===== src/rtl/bmhq_pkg.sv =====
`timescale 1ns / 1ps

package bmhq_pkg;

	localparam int DEPTH   = 1024;
	localparam int VALUE_W = 32;
	localparam int ADDR_W  = $clog2(DEPTH);
	localparam int CNT_W   = $clog2(DEPTH + 1);

	typedef enum logic [1:0] {
		OP_PUSH = 2'd0,
		OP_POP  = 2'd1,
		OP_FIND = 2'd2
	} op_t;

	typedef enum logic [1:0] {
		ST_OK        = 2'd0,
		ST_EMPTY     = 2'd1,
		ST_FULL      = 2'd2,
		ST_NOT_FOUND = 2'd3
	} status_t;

	typedef struct packed {
		op_t                        op;
		logic signed [VALUE_W-1:0]  value;
	} req_t;

	typedef struct packed {
		status_t                    status;
		logic [ADDR_W-1:0]          found_index;
		logic signed [VALUE_W-1:0]  top_value;
		logic [CNT_W-1:0]           count;
	} rsp_t;

	typedef enum logic [3:0] {
		S_IDLE,
		S_DISPATCH,
		S_UP_CHK,
		S_UP_CMP,
		S_POP_LAST,
		S_DN_CHK,
		S_DN_L,
		S_DN_CMP,
		S_FIND_RD,
		S_FIND_CMP,
		S_DONE
	} ctl_state_t;

	typedef enum logic [4:0] {
		CMD_NOP,
		CMD_ACCEPT,
		CMD_SET_FULL,
		CMD_SET_EMPTY,
		CMD_SET_NF,
		CMD_PUSH_INIT,
		CMD_POP_INIT,
		CMD_POP_LOAD,
		CMD_UP_RD,
		CMD_UP_MOVE,
		CMD_PLACE,
		CMD_RD_L,
		CMD_LATCH_L,
		CMD_DN_MOVE,
		CMD_FIND_INIT,
		CMD_FIND_READ,
		CMD_FIND_STEP,
		CMD_FIND_HIT,
		CMD_EMIT
	} dp_cmd_t;

	typedef struct packed {
		op_t  op;
		logic full;
		logic empty;
		logic key_above;
		logic pos_zero;
		logic parent_lt;
		logic l_valid;
		logic dn_move;
		logic scan_end;
		logic hit;
		logic out_free;
	} dp_stat_t;

endpackage


===== src/rtl/bmhq_ctrl.sv =====
`timescale 1ns / 1ps

module bmhq_ctrl (
	input  logic                clk,
	input  logic                arst_n,
	input  logic                req_valid,
	output logic                req_ready,
	input  bmhq_pkg::dp_stat_t  stat,
	output bmhq_pkg::dp_cmd_t   cmd
);

	bmhq_pkg::ctl_state_t state_q, state_d;

	always_ff @(posedge clk or negedge arst_n) begin
		if (!arst_n) begin
			state_q <= bmhq_pkg::S_IDLE;
		end else begin
			state_q <= state_d;
		end
	end

	always_comb begin
		state_d   = state_q;
		cmd       = bmhq_pkg::CMD_NOP;
		req_ready = 1'b0;
		unique case (state_q)
			bmhq_pkg::S_IDLE: begin
				req_ready = 1'b1;
				if (req_valid) begin
					cmd     = bmhq_pkg::CMD_ACCEPT;
					state_d = bmhq_pkg::S_DISPATCH;
				end
			end
			bmhq_pkg::S_DISPATCH: begin
				unique case (stat.op)
					bmhq_pkg::OP_PUSH: begin
						if (stat.full) begin
							cmd     = bmhq_pkg::CMD_SET_FULL;
							state_d = bmhq_pkg::S_DONE;
						end else begin
							cmd     = bmhq_pkg::CMD_PUSH_INIT;
							state_d = bmhq_pkg::S_UP_CHK;
						end
					end
					bmhq_pkg::OP_POP: begin
						if (stat.empty) begin
							cmd     = bmhq_pkg::CMD_SET_EMPTY;
							state_d = bmhq_pkg::S_DONE;
						end else begin
							cmd     = bmhq_pkg::CMD_POP_INIT;
							state_d = bmhq_pkg::S_POP_LAST;
						end
					end
					bmhq_pkg::OP_FIND: begin
						if (stat.empty || stat.key_above) begin
							cmd     = bmhq_pkg::CMD_SET_NF;
							state_d = bmhq_pkg::S_DONE;
						end else begin
							cmd     = bmhq_pkg::CMD_FIND_INIT;
							state_d = bmhq_pkg::S_FIND_RD;
						end
					end
					default: begin
						state_d = bmhq_pkg::S_DONE;
					end
				endcase
			end
			bmhq_pkg::S_UP_CHK: begin
				if (stat.pos_zero) begin
					cmd     = bmhq_pkg::CMD_PLACE;
					state_d = bmhq_pkg::S_DONE;
				end else begin
					cmd     = bmhq_pkg::CMD_UP_RD;
					state_d = bmhq_pkg::S_UP_CMP;
				end
			end
			bmhq_pkg::S_UP_CMP: begin
				if (stat.parent_lt) begin
					cmd     = bmhq_pkg::CMD_UP_MOVE;
					state_d = bmhq_pkg::S_UP_CHK;
				end else begin
					cmd     = bmhq_pkg::CMD_PLACE;
					state_d = bmhq_pkg::S_DONE;
				end
			end
			bmhq_pkg::S_POP_LAST: begin
				cmd     = bmhq_pkg::CMD_POP_LOAD;
				state_d = bmhq_pkg::S_DN_CHK;
			end
			bmhq_pkg::S_DN_CHK: begin
				if (stat.l_valid) begin
					cmd     = bmhq_pkg::CMD_RD_L;
					state_d = bmhq_pkg::S_DN_L;
				end else begin
					cmd     = bmhq_pkg::CMD_PLACE;
					state_d = bmhq_pkg::S_DONE;
				end
			end
			bmhq_pkg::S_DN_L: begin
				cmd     = bmhq_pkg::CMD_LATCH_L;
				state_d = bmhq_pkg::S_DN_CMP;
			end
			bmhq_pkg::S_DN_CMP: begin
				if (stat.dn_move) begin
					cmd     = bmhq_pkg::CMD_DN_MOVE;
					state_d = bmhq_pkg::S_DN_CHK;
				end else begin
					cmd     = bmhq_pkg::CMD_PLACE;
					state_d = bmhq_pkg::S_DONE;
				end
			end
			bmhq_pkg::S_FIND_RD: begin
				if (stat.scan_end) begin
					state_d = bmhq_pkg::S_DONE;
				end else begin
					cmd     = bmhq_pkg::CMD_FIND_READ;
					state_d = bmhq_pkg::S_FIND_CMP;
				end
			end
			bmhq_pkg::S_FIND_CMP: begin
				if (stat.hit) begin
					cmd     = bmhq_pkg::CMD_FIND_HIT;
					state_d = bmhq_pkg::S_DONE;
				end else begin
					cmd     = bmhq_pkg::CMD_FIND_STEP;
					state_d = bmhq_pkg::S_FIND_RD;
				end
			end
			bmhq_pkg::S_DONE: begin
				if (stat.out_free) begin
					cmd     = bmhq_pkg::CMD_EMIT;
					state_d = bmhq_pkg::S_IDLE;
				end
			end
			default: begin
				state_d = bmhq_pkg::S_IDLE;
			end
		endcase
	end

endmodule


===== config.mk =====
export PLATFORM = sky130hd
export DESIGN_NAME = bmhq_ctrl
export DESIGN_NICKNAME = d
export VERILOG_FILES = /design/src/rtl/bmhq_pkg.sv /design/src/rtl/bmhq_ctrl.sv
export SDC_FILE = /design/constraint.sdc
export NUM_CORES = 1
export LEC_CHECK = 0
export ABC_AREA = 1
export BUFFER_PORTS_ARGS = -buffer_cell sky130_fd_sc_hd__clkbuf_2
export CAP_MARGIN = 20
export CELL_PAD_IN_SITES_DETAIL_PLACEMENT = 2
export CELL_PAD_IN_SITES_GLOBAL_PLACEMENT = 2
export CORE_MARGIN = 1
export CORE_UTILIZATION = 20
export CTS_CLUSTER_SIZE = 30
export DETAILED_ROUTE_END_ITERATION = 16
export GPL_TIMING_DRIVEN = 0
export PLACE_DENSITY_LB_ADDON = 0.1
export SETUP_SLACK_MARGIN = 0.15
export SYNTH_ARGS = -nofsm -noshare
export SYNTH_HDL_FRONTEND = slang
export SYNTH_SLANG_ARGS = --single-unit

===== constraint.sdc =====
create_clock -name clk -period 1.2 [get_ports clk]
set_clock_uncertainty 0.15 [all_clocks]
set_input_delay 0.12 -clock clk [delete_from_list [all_inputs] [get_ports clk]]
set_output_delay 0.12 -clock clk [all_outputs]
set_load 0.005 [all_outputs]

# After elaboration in Yosys (flattened, before gate mapping)
# Cells that the tools add are included.
[classes]
div = 0
n_reduce_logical = 4
n_addsub = 0
shift = 0
muxes = 27
magnitude_cmp = 0
eq_ne = 14
mul = 0
bitwise = 0
[ops]
columns = ["cell", "count"]
rows = [
  ["$pmux W5 S11", 1],
  ["$pmux W4 S11", 1],
  ["$mux W4", 10],
  ["$pmux W4 S3", 2],
  ["$eq A4 B3 Y1 const B", 4],
  ["$eq A4 B4 Y1 const B", 3],
  ["$mux W2", 5],
  ["$mux W3", 3],
  ["$eq A4 B2 Y1 const B", 2],
  ["$mux W5", 1],
  ["$eq A4 B1 Y1 const B", 1],
  ["$logic_not A4 Y1", 1],
  ["$mux W1", 4],
  ["$ne A2 B2 Y1 const B", 2],
  ["$eq A2 B1 Y1 const B", 1],
  ["$eq A2 B2 Y1 const B", 1],
  ["$logic_not A2 Y1", 1],
  ["$reduce_and A2 Y1", 1],
  ["$logic_or A1 B1 Y1", 1],
]
[word_totals]
mem_bits_rw = 0
word_cells = 46
out_inout_bits = 6
memories = 0
latchBits = 0
inputBits = 15
register_bits = 4
romBits = 0

# Longest topological paths before layout
[depth]
depth_word = 4
ltp_mapped = 7
mapped_depth_nobuf = 7

# Worst setup path before layout
# Ideal clock, no wire load.
[synth_timing]
path_type = "flip-flop to output port"
start = "reg state_q[0]"
end = "out cmd[0]"
path_stages_with_launch = 6
t_arrival_ps = 1057
required_ps = 930
path_slack_ps = -127
path_buffers = 0
path_cell_list = "dfrtp_1 nor2_1 nand2_1 nor2_1 nor2_1 nand3_1"
[synth_via]
elab_chain_len = 2
elab_cells_between_ends = 12
cone_classes = "eq/ne (10); mux (1); reduce/logical (1)"
[synth_rtl]
columns = ["element", "line", "rtl"]
rows = [
  ["start, declared", "bmhq_ctrl.sv:12", "bmhq_pkg::ctl_state_t state_q, state_d;"],
  ["start signal, assigned", "bmhq_ctrl.sv:16", "state_q <= bmhq_pkg::S_IDLE;"],
  ["start signal, assigned", "bmhq_ctrl.sv:18", "state_q <= state_d;"],
  ["$eq A4 B4 Y1, or another cell as far along", "bmhq_ctrl.sv:26", "unique case (state_q)"],
  ["$pmux W5 S11 (*)", "bmhq_ctrl.sv:26", ""],
  ["end, declared", "bmhq_ctrl.sv:9", "output bmhq_pkg::dp_cmd_t cmd"],
]
# Every way passes the cells marked *; elsewhere a longest branch is shown, timed or not.

# Worst setup path in the final report
[layout_timing]
start = "reg state_q[3]"
end = "out cmd[2]"
# Same word-level chain as after synthesis.

==> impl_metrics.env <==
export IMPL_status="complete, but fails checks"
export IMPL_violations="setup timing"
export IMPL_worst_r2r_cell_count=9
export IMPL_routed_wire_length_per_instance_um=14.5
export IMPL_dieWidth_um=55.3
export IMPL_type_of_the_most_critical_hold_path="input pin to flip-flop"
export IMPL_regToRegStartpoint="state_q[3]$_DFFE_PN0P_"
export IMPL_power_leakage_uw=0.000548
export IMPL_grt_util_all_layers_pct=17.3
export IMPL_reg_largest_list="state_q (4)"
export IMPL_clk_insertion_delay_late_ns=0.24
export IMPL_die_y_um=55.3
export IMPL_site_rows=18
export IMPL_final_hold_viol_count=0
export IMPL_crit_path_end="cmd[2]"
export IMPL_floorplan_die_area_um2=3060
export IMPL_synth_seq_cells=4
export IMPL_num_vias=789
export IMPL_maximum_number_of_pins_on_one_net_before_global_route_repair=7
export IMPL_tritoncts_num_buffers=3
export IMPL_clock_tree_from_tritoncts="done"
export IMPL_grt_pass1_wl_mm=4.13
export IMPL_globalRoute_busiestLayer="met2"
export IMPL_grt_antenna_before_repair=0
export IMPL_rsz0062_at_grt="true"
export IMPL_dpl_cell_count=150
export IMPL_critical_path_peak_fanout=6
export IMPL_grt_util_met3_pct=1.41
export IMPL_drive_above_1_share_pct=50.7
export IMPL_finish_cell_count_without_fillers=170
export IMPL_cts_htree_levels=1
export IMPL_largest_register_ff_count=4
export IMPL_pin_count=21
export IMPL_netlist_area_um2=568
export IMPL_number_of_cells_produced_by_synthesis=100
export IMPL_final_report_max_slew_violation_count=0
export IMPL_cp_required_ns=0.93
export IMPL_detail_route_first_pass_iterations=4
export IMPL_floorplan_initialDensity_pct=21.9
export IMPL_largest_register="state_q"
export IMPL_portBuffers=20
export IMPL_antenna_cells_inserted=0
export IMPL_nNetsFinal=156
export IMPL_synth_seq_area_share_pct=17.6
export IMPL_cellPowerDensity_nw_per_um2=2220
export IMPL_synth_cell_type_count=14
export IMPL_floorplan_core_area_um2=2590
export IMPL_crit_path_end_kind="primary output"
export IMPL_areaGrowthSynthToFinish_pct=68.5
export IMPL_final_critical_path_setup_slack_ns=-0.475
export IMPL_place_gp_congestion=0.753
export IMPL_synth_net_count=115
export IMPL_launch_point_of_the_critical_path="state_q[3]$_DFFE_PN0P_"
export IMPL_dp_worst_setup_slack_ns=-0.259
export IMPL_1st_iter_drt_viols=13
export IMPL_achievable_frequency_mhz=597
export IMPL_max_slew_margin_rel_pct=83.8
export IMPL_final_core_util_pct=37.0
export IMPL_drc=0
export IMPL_timing_final_setup_violations=10
export IMPL_wirelength_mm=2.47
export IMPL_worst_endpoint_arrival_ns=1.40
export IMPL_detailed_place_hpwl_mm=1.83
export IMPL_worst_setup_hold_path_clk_slew_ns=0.04
export IMPL_fin_crit_sh_pct=140
export IMPL_grt_pass1_vias=880
export IMPL_cts_buffer_depth=2
export IMPL_r2r_end="state_q[3]$_DFFE_PN0P_"
export IMPL_clock_sinks=4
export IMPL_synthesis_warnings=0
export IMPL_worstSetupPathType="flip-flop to primary output"
export IMPL_grt_overflow_total=0
export IMPL_finalWorstPathRequiredPeriod_ns=1.67
export IMPL_route_antenna_remaining_nets=0
export IMPL_synthesis_area_per_instance_um2=5.68
export IMPL_ir_drop_mv=1.33
export IMPL_regToRegSetupSlack_ns=-0.37
export IMPL_total_power_uw=2130
export IMPL_global_route_usage_met1_pct=22.1
export IMPL_global_route_usage_met2_pct=30.8
export IMPL_tightestPinTransition_ns=0.241
export IMPL_startpoint_type="flip-flop"
export IMPL_ctsRootBufferMaster="sky130_fd_sc_hd__clkbuf_4"
export IMPL_max_cap_viol_count=0
export IMPL_avgViaCountPerCell=4.64
-- cells in the mapped netlist (all sizes together) --
cell | count | share of area (%)
nand2 | 30 | 20
nand3 | 19 | 17
nor2 | 18 | 19
inv | 16 | 11
o21ai | 6 | 5.3
dfrtp | 4 | 18
a21oi | 2 | 1.8
nand3b | 2 | 4.8
nand4 | 2 | 2.2
o211ai | 1 | 2.2
-- metal layers --
layer	vias to the layer above	part of all wire, %	routed length, um
li1	403	-	-
met1	374	45	1120
met2	10	52	1300
met3	2	1.5	37
met4	0	0.61	15
met5	-	0	0
-- cell usage in the layout, fill, tap and decap left out, drive strengths merged --
master        n
nand2        30
clkbuf       22
nand3        19
nor2         18
buf          17
inv          16
o21ai         6
dfrtp         4
nand4         2
nand3b        2
a21oi         2
o211ai        1
dlygate4sd3   1
-- worst max-delay path, stage by stage, from the launching register on --
cell and delay (ns):
sky130_fd_sc_hd__dfrtp_2 0.47, sky130_fd_sc_hd__inv_4 0.12, sky130_fd_sc_hd__nand2_2 0.08, sky130_fd_sc_hd__nor2_4 0.21, sky130_fd_sc_hd__o21ai_2 0.09, sky130_fd_sc_hd__nand4_1 0.08
sky130_fd_sc_hd__buf_2 0.12
-- worst min-delay path by stage --
stage / to / depth (start not counted) / from / slack [ns]
2_1_floorplan: state_q[0]$_DFFE_PN0P_ / 0 / arst_n / -0.33
5_1_grt: state_q[0]$_DFFE_PN0P_ / 3 / req_valid / 0.05
6_report: state_q[0]$_DFFE_PN0P_ / 3 / req_valid / 0.04
4_1_cts: state_q[0]$_DFFE_PN0P_ / 3 / req_valid / 0.02
3_5_place_dp: state_q[0]$_DFFE_PN0P_ / 1 / arst_n / -0.22
3_3_place_gp: state_q[0]$_DFFE_PN0P_ / 1 / arst_n / -0.22
-- final cells by class --
cell class              instances  area [um^2]
clock buffers                   4         26.3
fillers                       327         1630
inverters                      16         67.6
multi-input cells              80          487
flip-flops and latches          4          105
well taps                      30         37.5
repair buffers                 36          234
-- per-stage QoR --
step                      cell area [um^2]  hold WS [ns]  TNS (ns)
final                                  957        0.0448     -3.75
after CTS                              915        0.0177     -3.23
after detailed placement               739        -0.219     -1.77
after floorplan                        602        -0.326   -0.0372
after global placement                 739        -0.223     -1.75
after global routing                   957        0.0500     -4.55
-- repair_timing --
action                                 in CTS  in global routing
pin swaps                                   8                  6
gates resized for setup                    17                  9
endpoints found under the hold margin       4                  0
setup endpoints to repair                  10                 10
hold buffers                                1                  0
setup buffers                              13                  2
-- power breakdown --
| group | internal, uW | total (uW) | switching, uW |
|---|---|---|---|
| clock network | 126 | 192 | 66.6 |
| logic | 711 | 1580 | 873 |
| registers | 204 | 349 | 145 |
| total | 1040 | 2130 | 1090 |
-- logic make-up after synthesis --
group | after synthesis | synth area share (%)
compound gates | 9 | 9.25
flops | 4 | 17.6
simple gates | 71 | 62.6
buf+inv | 16 | 10.6
Power figures use the tool's default switching activity.
